==> src/hw/rtl/ltp_pkg.sv <==
// Shared constants and types for the local-extrema trade profit block.
package ltp_pkg;

	// Fixed field widths of the result record and the configuration data.
	localparam int ROUND_BITS = 32;
	localparam int TRADE_BITS = 32;
	localparam int AVG_BITS   = 24;
	localparam int AVG_FRAC   = 8;
	localparam int ITEMS_BITS = 16;

	// Dividend and divisor widths of the average-trades division.
	localparam int DIVIDEND_BITS = TRADE_BITS + AVG_FRAC;
	localparam int DIVISOR_BITS  = ROUND_BITS + 1;

	// Configuration register indexes.
	localparam int CFG_IDX_BITS = 2;
	localparam logic [CFG_IDX_BITS-1:0] CFG_ITEMS_PER_ROUND = 2'd0;
	localparam logic [CFG_IDX_BITS-1:0] CFG_KEEP_ITEMS      = 2'd1;

	// Reset value and lower bound of the items-per-round register.
	localparam logic [ITEMS_BITS-1:0] ITEMS_RESET = 16'd16;
	localparam logic [ITEMS_BITS-1:0] ITEMS_MIN   = 16'd2;

	// Depth of the record queue between front and back, as log2.
	localparam int QUEUE_DEPTH_LOG2 = 2;

	// Fixed-width part of a per-round record.
	typedef struct packed {
		logic [ROUND_BITS-1:0] round_index;
		logic [TRADE_BITS-1:0] total_trades;
		logic                  final_round;
	} rec_ctl_t;

endpackage

==> src/hw/rtl/local_extrema_trade_profit.sv <==
// Top level of the local-extrema trade profit block.
//
//   Channel   Handshake                 Payload
//   input     push / full               price, last_of_series
//   result    empty / pop               round_index, total_gain, total_trades,
//                                       avg_trades, final_round
//   config    cfg_valid / cfg_ready     cfg_index, cfg_data
//
// The front end takes one price sample per cycle while full is low; gain and trades update
// in that cycle. Each completed round yields one record in a four-entry queue; the back
// end's bit-serial divider takes one record at a time. Rounds shorter than the divider's
// time per record therefore fill the queue, and full then holds off input. Reset clears
// control state at once, not storage; no clearing pass is needed. cfg_ready is always high.
module local_extrema_trade_profit #(
	parameter int PRICE_BITS = 16,
	parameter int GAIN_BITS  = 48
) (
	input  logic                             clk,
	input  logic                             arst_n,
	input  logic                             push,
	output logic                             full,
	input  logic [PRICE_BITS-1:0]            price,
	input  logic                             last_of_series,
	output logic                             empty,
	input  logic                             pop,
	output logic [ltp_pkg::ROUND_BITS-1:0]   round_index,
	output logic [GAIN_BITS-1:0]             total_gain,
	output logic [ltp_pkg::TRADE_BITS-1:0]   total_trades,
	output logic [ltp_pkg::AVG_BITS-1:0]     avg_trades,
	output logic                             final_round,
	input  logic                             cfg_valid,
	output logic                             cfg_ready,
	input  logic [ltp_pkg::CFG_IDX_BITS-1:0] cfg_index,
	input  logic [ltp_pkg::ITEMS_BITS-1:0]   cfg_data
);

	localparam int QW = $bits(ltp_pkg::rec_ctl_t) + GAIN_BITS;

	logic                 rec_push;
	ltp_pkg::rec_ctl_t    rec_ctl;
	logic [GAIN_BITS-1:0] rec_gain;
	logic                 q_full;
	logic                 q_empty;
	logic                 q_pop;
	logic [QW-1:0]        q_rdata;
	ltp_pkg::rec_ctl_t    q_ctl;
	logic [GAIN_BITS-1:0] q_gain;

	assign cfg_ready = 1'b1;
	assign full      = q_full;

	// Sample classification and accumulation.
	ltp_front #(
		.PRICE_BITS (PRICE_BITS),
		.GAIN_BITS  (GAIN_BITS)
	) u_front (
		.clk            (clk),
		.arst_n         (arst_n),
		.push           (push),
		.stall          (q_full),
		.price          (price),
		.last_of_series (last_of_series),
		.cfg_valid      (cfg_valid),
		.cfg_index      (cfg_index),
		.cfg_data       (cfg_data),
		.rec_push       (rec_push),
		.rec_ctl        (rec_ctl),
		.rec_gain       (rec_gain)
	);

	// Per-round record queue.
	ltp_queue #(
		.WIDTH      (QW),
		.DEPTH_LOG2 (ltp_pkg::QUEUE_DEPTH_LOG2)
	) u_queue (
		.clk    (clk),
		.arst_n (arst_n),
		.push   (rec_push),
		.full   (q_full),
		.wdata  ({rec_ctl, rec_gain}),
		.pop    (q_pop),
		.empty  (q_empty),
		.rdata  (q_rdata)
	);

	assign q_ctl  = q_rdata[QW-1:GAIN_BITS];
	assign q_gain = q_rdata[GAIN_BITS-1:0];

	// Average computation and result register.
	ltp_back #(
		.GAIN_BITS (GAIN_BITS)
	) u_back (
		.clk          (clk),
		.arst_n       (arst_n),
		.q_empty      (q_empty),
		.q_pop        (q_pop),
		.q_ctl        (q_ctl),
		.q_gain       (q_gain),
		.empty        (empty),
		.pop          (pop),
		.round_index  (round_index),
		.total_gain   (total_gain),
		.total_trades (total_trades),
		.avg_trades   (avg_trades),
		.final_round  (final_round)
	);

endmodule

==> src/hw/rtl/ltp_front.sv <==
// Front end: tracks local extrema, accumulates gain and trades, issues per-round records.
module ltp_front #(
	parameter int PRICE_BITS = 16,
	parameter int GAIN_BITS  = 48
) (
	input  logic                               clk,
	input  logic                               arst_n,
	input  logic                               push,
	input  logic                               stall,
	input  logic [PRICE_BITS-1:0]              price,
	input  logic                               last_of_series,
	input  logic                               cfg_valid,
	input  logic [ltp_pkg::CFG_IDX_BITS-1:0]   cfg_index,
	input  logic [ltp_pkg::ITEMS_BITS-1:0]     cfg_data,
	output logic                               rec_push,
	output ltp_pkg::rec_ctl_t                  rec_ctl,
	output logic [GAIN_BITS-1:0]               rec_gain
);

	// Sum width: holds gain plus two price-sized terms without overflow.
	localparam int SW = ((GAIN_BITS > PRICE_BITS) ? GAIN_BITS : PRICE_BITS + 1) + 2;
	localparam logic signed [SW-1:0] GAIN_MAX =
		{{(SW-GAIN_BITS+1){1'b0}}, {(GAIN_BITS-1){1'b1}}};
	localparam logic signed [SW-1:0] GAIN_MIN =
		{{(SW-GAIN_BITS+1){1'b1}}, {(GAIN_BITS-1){1'b0}}};

	logic [ltp_pkg::ITEMS_BITS-1:0] items_q;
	logic                           keep_q;

	logic [PRICE_BITS-1:0]          held_price_q;
	logic                           held_rose_q;
	logic                           held_valid_q;
	logic                           held_at_edge_q;
	logic [ltp_pkg::ITEMS_BITS-1:0] pos_q;
	logic [ltp_pkg::ROUND_BITS-1:0] round_q;
	logic [GAIN_BITS-1:0]           gain_q;
	logic [ltp_pkg::TRADE_BITS-1:0] trades_q;

	logic                           accept;
	logic [ltp_pkg::ITEMS_BITS-1:0] n_eff;
	logic                           edge_close;
	logic                           right;
	logic                           left;
	logic                           wrap;
	logic                           add_p;
	logic                           trade_inc;
	logic                           emit;
	logic signed [SW-1:0]           h_ext;
	logic signed [SW-1:0]           p_ext;
	logic signed [SW-1:0]           g_ext;
	logic signed [SW-1:0]           d1;
	logic signed [SW-1:0]           d2;
	logic signed [SW-1:0]           t1;
	logic signed [SW-1:0]           base;
	logic signed [SW-1:0]           s;
	logic signed [SW-1:0]           s_sat;
	logic [GAIN_BITS-1:0]           gain_new;
	logic [ltp_pkg::TRADE_BITS-1:0] trades_new;

	assign accept = push && !stall;

	// Classify the incoming sample against the held one and form the gain update.
	always_comb begin
		n_eff      = (items_q < ltp_pkg::ITEMS_MIN) ? ltp_pkg::ITEMS_MIN : items_q;
		edge_close = held_valid_q && held_at_edge_q && !keep_q;
		right      = held_price_q <= price;
		h_ext      = {{(SW-PRICE_BITS){1'b0}}, held_price_q};
		p_ext      = {{(SW-PRICE_BITS){1'b0}}, price};
		g_ext      = {{(SW-GAIN_BITS){gain_q[GAIN_BITS-1]}}, gain_q};

		d1 = '0;
		if (held_valid_q && held_rose_q) begin
			d1 = h_ext;
		end
		if (held_valid_q && !edge_close && right) begin
			d1 = d1 - h_ext;
		end
		trade_inc = held_valid_q && !edge_close && held_rose_q && !right;

		left  = held_valid_q && (keep_q || !held_at_edge_q) && (price >= held_price_q);
		wrap  = pos_q >= (n_eff - 16'd1);
		add_p = left && (last_of_series || (wrap && !keep_q));
		d2    = add_p ? p_ext : '0;

		// Two saturating adds in order: the held term first, then this sample.
		t1   = g_ext + d1;
		base = (t1 < GAIN_MIN) ? GAIN_MIN : t1;
		s    = base + d2;
		if (s > GAIN_MAX) begin
			s_sat = GAIN_MAX;
		end else if (s < GAIN_MIN) begin
			s_sat = GAIN_MIN;
		end else begin
			s_sat = s;
		end
		gain_new = s_sat[GAIN_BITS-1:0];

		trades_new = (trade_inc && (trades_q != '1)) ? trades_q + 1'b1 : trades_q;

		emit = (held_valid_q && held_at_edge_q) || last_of_series || (wrap && !keep_q);
	end

	// Record sent to the back end for each completed round.
	assign rec_push             = accept && emit;
	assign rec_ctl.round_index  = round_q;
	assign rec_ctl.total_trades = trades_new;
	assign rec_ctl.final_round  = last_of_series;
	assign rec_gain             = gain_new;

	// Configuration registers.
	always_ff @(posedge clk or negedge arst_n) begin
		if (!arst_n) begin
			items_q <= ltp_pkg::ITEMS_RESET;
			keep_q  <= 1'b0;
		end else if (cfg_valid) begin
			case (cfg_index)
				ltp_pkg::CFG_ITEMS_PER_ROUND: items_q <= cfg_data;
				ltp_pkg::CFG_KEEP_ITEMS:      keep_q  <= cfg_data[0];
				default: ;
			endcase
		end
	end

	// Sample window and accumulator state.
	always_ff @(posedge clk or negedge arst_n) begin
		if (!arst_n) begin
			held_price_q   <= '0;
			held_rose_q    <= 1'b0;
			held_valid_q   <= 1'b0;
			held_at_edge_q <= 1'b0;
			pos_q          <= '0;
			round_q        <= '0;
			gain_q         <= '0;
			trades_q       <= '0;
		end else if (accept) begin
			if (last_of_series) begin
				held_price_q   <= '0;
				held_rose_q    <= 1'b0;
				held_valid_q   <= 1'b0;
				held_at_edge_q <= 1'b0;
				pos_q          <= '0;
				round_q        <= '0;
				gain_q         <= '0;
				trades_q       <= '0;
			end else begin
				gain_q   <= gain_new;
				trades_q <= trades_new;
				if (emit) begin
					round_q <= round_q + 1'b1;
				end
				if (wrap) begin
					pos_q <= '0;
					if (keep_q) begin
						held_price_q   <= price;
						held_rose_q    <= left;
						held_valid_q   <= 1'b1;
						held_at_edge_q <= 1'b1;
					end else begin
						held_price_q   <= '0;
						held_rose_q    <= 1'b0;
						held_valid_q   <= 1'b0;
						held_at_edge_q <= 1'b0;
					end
				end else begin
					held_price_q   <= price;
					held_rose_q    <= left;
					held_valid_q   <= 1'b1;
					held_at_edge_q <= 1'b0;
					pos_q          <= pos_q + 1'b1;
				end
			end
		end
	end

endmodule

==> src/hw/rtl/ltp_queue.sv <==
// Small register queue that decouples the front end from the back end.
module ltp_queue #(
	parameter int WIDTH      = 8,
	parameter int DEPTH_LOG2 = 2
) (
	input  logic             clk,
	input  logic             arst_n,
	input  logic             push,
	output logic             full,
	input  logic [WIDTH-1:0] wdata,
	input  logic             pop,
	output logic             empty,
	output logic [WIDTH-1:0] rdata
);

	localparam int DEPTH = 1 << DEPTH_LOG2;

	logic [WIDTH-1:0]    entries_q [DEPTH];
	logic [DEPTH_LOG2:0] wr_ptr_q;
	logic [DEPTH_LOG2:0] rd_ptr_q;

	// Pointers carry one extra wrap bit to tell full from empty.
	assign empty = wr_ptr_q == rd_ptr_q;
	assign full  = (wr_ptr_q[DEPTH_LOG2] != rd_ptr_q[DEPTH_LOG2]) &&
		(wr_ptr_q[DEPTH_LOG2-1:0] == rd_ptr_q[DEPTH_LOG2-1:0]);
	assign rdata = entries_q[rd_ptr_q[DEPTH_LOG2-1:0]];

	// Entry storage.
	always_ff @(posedge clk) begin
		if (push && !full) begin
			entries_q[wr_ptr_q[DEPTH_LOG2-1:0]] <= wdata;
		end
	end

	// Read and write pointers.
	always_ff @(posedge clk or negedge arst_n) begin
		if (!arst_n) begin
			wr_ptr_q <= '0;
			rd_ptr_q <= '0;
		end else begin
			if (push && !full) begin
				wr_ptr_q <= wr_ptr_q + 1'b1;
			end
			if (pop && !empty) begin
				rd_ptr_q <= rd_ptr_q + 1'b1;
			end
		end
	end

endmodule

==> src/hw/rtl/ltp_back.sv <==
// Back end: divides trades by rounds one quotient bit a cycle and holds the result register.
module ltp_back #(
	parameter int GAIN_BITS = 48
) (
	input  logic                           clk,
	input  logic                           arst_n,
	input  logic                           q_empty,
	output logic                           q_pop,
	input  ltp_pkg::rec_ctl_t              q_ctl,
	input  logic [GAIN_BITS-1:0]           q_gain,
	output logic                           empty,
	input  logic                           pop,
	output logic [ltp_pkg::ROUND_BITS-1:0] round_index,
	output logic [GAIN_BITS-1:0]           total_gain,
	output logic [ltp_pkg::TRADE_BITS-1:0] total_trades,
	output logic [ltp_pkg::AVG_BITS-1:0]   avg_trades,
	output logic                           final_round
);

	localparam int QB = ltp_pkg::DIVIDEND_BITS;
	localparam int VB = ltp_pkg::DIVISOR_BITS;
	localparam int CB = $clog2(QB + 1);

	localparam logic [1:0] ST_IDLE = 2'd0;
	localparam logic [1:0] ST_DIV  = 2'd1;
	localparam logic [1:0] ST_DONE = 2'd2;

	logic [1:0]              state_q;
	logic [CB-1:0]           cnt_q;
	logic [QB-1:0]           quot_q;
	logic [VB-2:0]           rem_q;
	logic [VB-1:0]           divisor_q;
	ltp_pkg::rec_ctl_t       ctl_q;
	logic [GAIN_BITS-1:0]    gain_q;

	logic                    out_valid_q;
	ltp_pkg::rec_ctl_t       out_ctl_q;
	logic [GAIN_BITS-1:0]    out_gain_q;
	logic [ltp_pkg::AVG_BITS-1:0] out_avg_q;

	logic [VB-1:0]           rem_sh;
	logic                    fits;
	logic [VB-1:0]           rem_diff;
	logic                    load_out;
	logic [ltp_pkg::AVG_BITS-1:0] avg_sat;

	// One restoring division step.
	always_comb begin
		rem_sh   = {rem_q, quot_q[QB-1]};
		fits     = rem_sh >= divisor_q;
		rem_diff = rem_sh - divisor_q;
	end

	// Quotient clamps to the average field's range.
	assign avg_sat = (|quot_q[QB-1:ltp_pkg::AVG_BITS]) ? '1 : quot_q[ltp_pkg::AVG_BITS-1:0];

	assign q_pop    = (state_q == ST_IDLE) && !q_empty;
	assign load_out = (state_q == ST_DONE) && (!out_valid_q || pop);

	// Division sequencer.
	always_ff @(posedge clk or negedge arst_n) begin
		if (!arst_n) begin
			state_q <= ST_IDLE;
			cnt_q   <= '0;
		end else begin
			unique case (state_q)
				ST_IDLE: begin
					if (!q_empty) begin
						state_q <= ST_DIV;
						cnt_q   <= CB'(QB);
					end
				end
				ST_DIV: begin
					cnt_q <= cnt_q - 1'b1;
					if (cnt_q == CB'(1)) begin
						state_q <= ST_DONE;
					end
				end
				ST_DONE: begin
					if (load_out) begin
						state_q <= ST_IDLE;
					end
				end
				default: state_q <= ST_IDLE;
			endcase
		end
	end

	// Division datapath and captured record.
	always_ff @(posedge clk) begin
		if (q_pop) begin
			ctl_q     <= q_ctl;
			gain_q    <= q_gain;
			quot_q    <= {q_ctl.total_trades, {ltp_pkg::AVG_FRAC{1'b0}}};
			rem_q     <= '0;
			divisor_q <= {1'b0, q_ctl.round_index} + 1'b1;
		end else if (state_q == ST_DIV) begin
			quot_q <= {quot_q[QB-2:0], fits};
			rem_q  <= fits ? rem_diff[VB-2:0] : rem_sh[VB-2:0];
		end
	end

	// Result register valid flag.
	always_ff @(posedge clk or negedge arst_n) begin
		if (!arst_n) begin
			out_valid_q <= 1'b0;
		end else if (load_out) begin
			out_valid_q <= 1'b1;
		end else if (pop) begin
			out_valid_q <= 1'b0;
		end
	end

	// Result register payload.
	always_ff @(posedge clk) begin
		if (load_out) begin
			out_ctl_q  <= ctl_q;
			out_gain_q <= gain_q;
			out_avg_q  <= avg_sat;
		end
	end

	assign empty        = !out_valid_q;
	assign round_index  = out_ctl_q.round_index;
	assign total_gain   = out_gain_q;
	assign total_trades = out_ctl_q.total_trades;
	assign avg_trades   = out_avg_q;
	assign final_round  = out_ctl_q.final_round;

endmodule

==> config.mk <==
export PLATFORM = sky130hd
export DESIGN_NAME = local_extrema_trade_profit
export DESIGN_NICKNAME = d
export VERILOG_FILES = /design/src/hw/rtl/ltp_pkg.sv /design/src/hw/rtl/local_extrema_trade_profit.sv /design/src/hw/rtl/ltp_front.sv /design/src/hw/rtl/ltp_queue.sv /design/src/hw/rtl/ltp_back.sv
export SDC_FILE = /design/constraint.sdc
export NUM_CORES = 1
export LEC_CHECK = 0
export BUFFER_PORTS_ARGS = -buffer_cell sky130_fd_sc_hd__buf_2
export CAP_MARGIN = 15
export CORE_MARGIN = 3
export CORE_UTILIZATION = 65
export CTS_CLUSTER_DIAMETER = 80
export DETAILED_ROUTE_END_ITERATION = 10
export PLACE_DENSITY = 0.82
export SETUP_SLACK_MARGIN = 0.15
export SLEW_MARGIN = 20
export SYNTH_ARGS = -nofsm -noshare
export SYNTH_HDL_FRONTEND = slang
export SYNTH_HIERARCHICAL = 1
export SYNTH_SLANG_ARGS = --single-unit
==> constraint.sdc <==
create_clock -name clk -period 20.6 [get_ports clk]
set_input_delay 4.12 -clock clk [delete_from_list [all_inputs] [get_ports clk]]
set_output_delay 4.12 -clock clk [all_outputs]
set_load 0.005 [all_outputs]
# Word level (Yosys, flattened, before mapping)
# Memories as Yosys holds them, arrays and structs flattened.
# Index checks and enable logic that the tools add are counted.
classes:
  add_sub_neg: 12
  order_cmp: 8
  n_eq_ne: 11
  mux: 38
  n_reduce_logical: 43
op_table:
  columns: ["operator", "n"]
  rows:
  - ["$mux 32", 5]
  - ["$mux 48", 3]
  - ["$mux 16", 8]
  - ["$lt 50x48->1 const B", 2]
  - ["$mux 50", 2]
  - ["$mux 40", 2]
  - ["$add 32x1->32 const B", 2]
  - ["$add 48x50->50", 1]
  - ["$add 50x17->50", 1]
  - ["$gt 50x48->1 const B", 1]
  - ["$add 32x1->33 const B", 1]
  - ["$ge 33x33->1", 1]
  - ["$ge 16x16->1", 2]
  - ["$ne 32x32->1 const B", 1]
  - ["$sub 32x32->32", 1]
  - ["$logic_and 1x1->1", 19]
  - ["$sub 16x16->17", 1]
  - ["$add 16x1->16 const B", 1]
  - ["$le 16x16->1", 1]
  - ["$lt 16x2->1 const B", 1]
  - ["$reduce_or 16->1", 1]
  - ["$sub 16x1->16 const B", 1]
  - ["$mux 1", 12]
  - ["$pmux 6 s2", 1]
  - ["other kinds (19)", 41]
word_totals:
  register_bits: 534
  mem_bits_rw: 452
  inputBits: 40
  out_inout_bits: 140
  wordCells: 141
  mem_count: 1
mem_list:
  columns: ["name", "depth", "word_bits", "rd", "rd_clocked_by_memory_dff", "write_ports", "line", "source"]
  rows:
  - ["u_queue.entries_q", 4, 113, 1, 0, 1, "ltp_queue.sv:18", "logic [WIDTH-1:0] entries_q [DEPTH];"]

# Depth between registers and ports, before layout
logic_depth:
  ltp_word: 14
  mapped_depth: 45
  depth_no_buf: 38

# Hierarchy
# The synthesis kept the hierarchy.
by_module_without_submodules:
  columns: ["module", "n_inst", "cells_each", "area_per_inst_um2", "seq_area_each_um2"]
  rows:
  - ["ltp_queue", 1, 639, 16758.6, 13723.2]
  - ["ltp_front", 1, 1970, 15672.5, 4105.2]
  - ["ltp_back", 1, 982, 14492.6, 10485.1]
  - ["local_extrema_trade_profit", 1, 2, 11.3, 0.0]

# Worst setup path after synthesis
# No wires, ideal clock.
synth_path:
  path_kind: "input port to flip-flop"
  start: "input port price[9]"
  end: "memory u_queue/entries_q[0][2] in the netlist's numbering (data pin)"
  setup_ns: 0.284
  arrival_time_ns: 13.283
  required_time_ns: 20.316
  setup_slack_ns: 7.034
  path_stages: 41
  n_path_buf: 10
  path_cell_list: "ha_1 a21oi_1 o21ai_0 o2111ai_1 o21ai_1 nand4_1 clkbuf_1 a21oi_1 ha_1 clkbuf_1 a21oi_1 o21ai_0 a221o_1 a21o_1 nor4_1 o211ai_1 nand3_1 nand3_1 [5 not listed] buf_1 nor2_1 ha_1 clkbuf_1 nand4_1 a211oi_1 o21ai_0 a21boi_0 a311o_1 nand4b_4 or4_1 clkbuf_1 nor4_4 nor4b_4 xnor2_2 a21oi_4 buf_6 o21ai_1"
synth_via:
  elab_chain_len: 10
  word_cells_on_any_way: 15
  cone_classes: "add/sub (2); order compare (5); mux (5); reduce/logical (3)"
synth_lines:
  columns: ["item", "line", "source"]
  rows:
  - ["from (decl)", "local_extrema_trade_profit.sv:22", "input logic [PRICE_BITS-1:0] price,"]
  - ["$le 16x16->1", "ltp_front.sv:66", "right = held_price_q <= price;"]
  - ["$logic_and 1x1->1", "ltp_front.sv:75", "if (held_valid_q && !edge_close && right) begin"]
  - ["$mux 50", "ltp_front.sv:75", null]
  - ["$add 48x50->50", "ltp_front.sv:86", "t1 = g_ext + d1;"]
  - ["$lt 50x48->1", "ltp_front.sv:87", "base = (t1 < GAIN_MIN) ? GAIN_MIN : t1;"]
  - ["$mux 50", "ltp_front.sv:87", null]
  - ["$add 50x17->50 *", "ltp_front.sv:88", "s = base + d2;"]
  - ["$lt 50x48->1", "ltp_front.sv:91", "end else if (s < GAIN_MIN) begin"]
  - ["$mux 48", "ltp_front.sv:91", null]
  - ["$mux 48 *", "ltp_front.sv:89", "if (s > GAIN_MAX) begin"]
  - ["net rec_gain[2]", "local_extrema_trade_profit.sv:41", "logic [GAIN_BITS-1:0] rec_gain;"]
  - ["to (decl)", "ltp_queue.sv:18", null]
# Mark *: on every way through the listed nets, which the timed path passes. The rest lies on a longest branch.

# Final worst setup path
layout_path:
  start: "input port price[9]"
  end: "memory u_queue/entries_q[0][29] in the netlist's numbering (data pin)"
# Same word-level chain as after synthesis.

==> qor.yml <==
run_status:
  status: "complete, no violations"
synth:
  synthFlopType: "edfxtp_1"
  synth_seq_cells: 986
  syn_nets: 3781
  synth_edf_count: 767
  synth_cell_types: 104
  async_reset_ff_share_pct: 18.15
  synth_area_leaders: "edfxtp_1, dfrtp_1, mux4_2"
  syn_area_per_cell_um2: 13.06
  seq_area_frac_synth_pct: 60.32
  syn_inst: 3593
  yosys.area.top_type: "edfxtp_1"
  yosysTopAreaCellShare_pct: 49.07
  yosys_warnings: 6
  netlist_area_um2: 46940
min_path:
  holdCritPathClass: "reg2reg"
drt:
  viasPerCell: 6.664
  avgRoutedWirePerCell_um: 23.94
  final_antenna_net_count: 0
  drt_iter0_drc: 3761
  dr.pass1.iters: 8
  drc: 0
  routed_wl_mm: 113.6
  routed-via-count: 31610
timing:
  finalClockSkew_ns: 0.04640
  tightestPinTransition_ns: 1.118
  period_share_pct: 77.95
  post-route-min-period_ns: 16.06
  setup_viol: 0
  final.setup.tns_ns: 0
  maxSlewHeadroom_pct: 25.44
  grt_setup_unrepaired: "no"
  fmax_ghz: 0.06227
  drv_slew: 0
  hold_viol: 0
  hold_ws_ns: 0.4133
floorplanning:
  row_count: 97
  io-pin-count: 180
  die-area_um2: 75470
  chipHeight_um: 274.7
  die_x_um: 274.7
  core_area_um2: 70760
  start_util_pct: 66.33
critical_path:
  arrival_ns: 16.38
  crit_type: "in2reg"
  end_kind: "flop"
  max_stage_delay_ns: 0.78
  required_ns: 20.92
  worst_path_max_delay_cell: "nor4_1"
  start_kind: "input port"
  cp_max_fo: 54
global_routing:
  grt_use_met3_pct: 4.396
  grt_pass1_vias: 30930
  grt_pass1_wl_mm: 176.0
  use_met2_pct: 49.33
  use_met1_pct: 42.12
  antenna_found_initial: 0
  top_usage_layer: "met2"
  overflow: 0
  grtUsageTotal_pct: 30.13
  grt_max_degree: 111
final_layout:
  diodes: 0
  fin_nets: 3910
  fin_cells: 4744
  final_common_cell: "edfxtp_1"
  syn_to_final_growth_pct: 10.22
  drive_above_1_share_pct: 15.64
  num-fill-cells: 4365
  mostFrequentLayoutCells: "edfxtp_1, nand2_1, nor2_1, a21oi_1, buf_2"
cts:
  ctsResizeCount: 0
  cts_setup_buffers: 0
  worstSkewPairLatency_ns: 0.67
  clock_path_buffers: 3
  numCtsBuffers: 96
  clkSlewWorstSetupHoldPaths_ns: 0.06
  ctsHoldBuffers: 0
  cts_tree: "done"
  cts_root_buf: "clkbuf_16"
  clock-sinks: 986
  htree_levels: 3
pwr:
  finalPower_uw: 8666
  max-vdd-ir-drop_mv: 0.1470
  powerDensity_nw_per_um2: 167.5
  leakagePower_uw: 0.01925
flow_run:
  drv_cap: 0
placed_design:
  dp_cells: 4564
  dpl.hpwl_mm: 75.53
  io_buffers: 178
  gp_congestion: 0.9882
report_power, final:
| group | leakage (uW) | total [uW] | switching, uW | internal [uW] |
|---|---|---|---|---|
| Sequential | 0.00972 | 3180 | 264 | 2910 |
| Clock | 0.00158 | 1780 | 757 | 1020 |
| Combinational | 0.00794 | 3710 | 2430 | 1280 |
Yosys cell counts (all sizes together) (36+ instances only):
library cell  count
nand4            48
a21o             57
a22o             54
clkbuf          107
mux2i            39
or2              36
a21oi           190
nand3            94
mux4            113
inv              99
nor2            188
dfxtp            40
o21ai           204
o311ai           44
xnor2           125
dfrtp           178
nand2           281
nor3             65
and3             68
edfxtp          767
nor4             36
ha              145
buf              75
xor2             75
area by class of cell:
cell class              count  area [um^2]  area share, %
flip-flops and latches    986        28320          54.75
well taps                 940         1176          2.274
multi-input cells        2325        17440          33.71
clock buffers             133         2681          5.183
clock inverters            47        568.0          1.098
inverters                 100        382.9         0.7401
repair buffers            213         1162          2.247
through the flow:
step / util (%) / setup slack [ns] / cell area, um^2
finish: 73.11 / 4.542 / 51730
global route: 73.11 / 3.953 / 51730
detailed placement: 68.51 / 4.362 / 48470
global placement: 68.51 / 4.700 / 48470
floorplan: - / 7.034 / 46940
CTS: 73.10 / 4.974 / 51720
critical path: cells and delay by family:
| family | cells | cell delay [ns] |
|---|---|---|
| buffers and inverters | 5 | 2.28 |
| xor gates and xnor gates | 1 | 0.22 |
| and+or+nand+nor | 9 | 3.06 |
| adders and majority gates | 4 | 1.37 |
| AOI/OAI and AO/OA | 17 | 5.23 |
path summary, 6_finish.rpt:
kind                                      start                  endpoint  slack [ns]  depth (start not counted)
setup / recovery                       price[9]  u_queue/entries_q[0][29]        4.54                         36
hold / removal                 u_back/ctl_q[37]     u_back/round_index[4]        0.41                          0
setup reg to reg           u_front/held_valid_q  u_queue/entries_q[0][29]        7.21                         34
hold reg to reg                u_back/ctl_q[37]     u_back/round_index[4]        0.41                          0
max in group asynchronous                arst_n       u_queue/rd_ptr_q[1]       15.17                          3
min in group asynchronous                arst_n        u_back/out_valid_q        3.47                          1
routing by layer:
layer  routed length (um)  vias to the layer above
met3                 8959                      291
met5                    0                        -
li1                     -                    14060
met4                 3791                        0
met1                46200                    15700
met2                54640                     1571
sequential cells by signal (all words and copies together), names as in the netlist, 24 cells and up:
signal and flops:
u_back/gain_q 48, u_back/quot_q 40, u_back/total_gain 48, u_back/ctl_q 65
u_back/rem_q 32, u_back/divisor_q 33, u_front/trades_q 32, u_queue/entries_q 452
u_front/round_q 32, u_back/round_index 32, u_back/total_trades 32, u_back/avg_trades 24
u_front/gain_q 48
cell families (layout without fill, tap and decap cells):
logic type,after synthesis,in the layout,share of synthesized area (%)
other,1,1,0.007990
DFF,986,986,60.32
and+or+nand+nor,992,992,10.84
AOI/OAI and AO/OA,810,810,11.56
muxes,174,174,6.782
buffers and inverters,282,493,2.714
adders and majority gates,148,148,3.993
xor gates and xnor gates,200,200,3.780
Note: power is estimated with default switching activity, not from simulation.
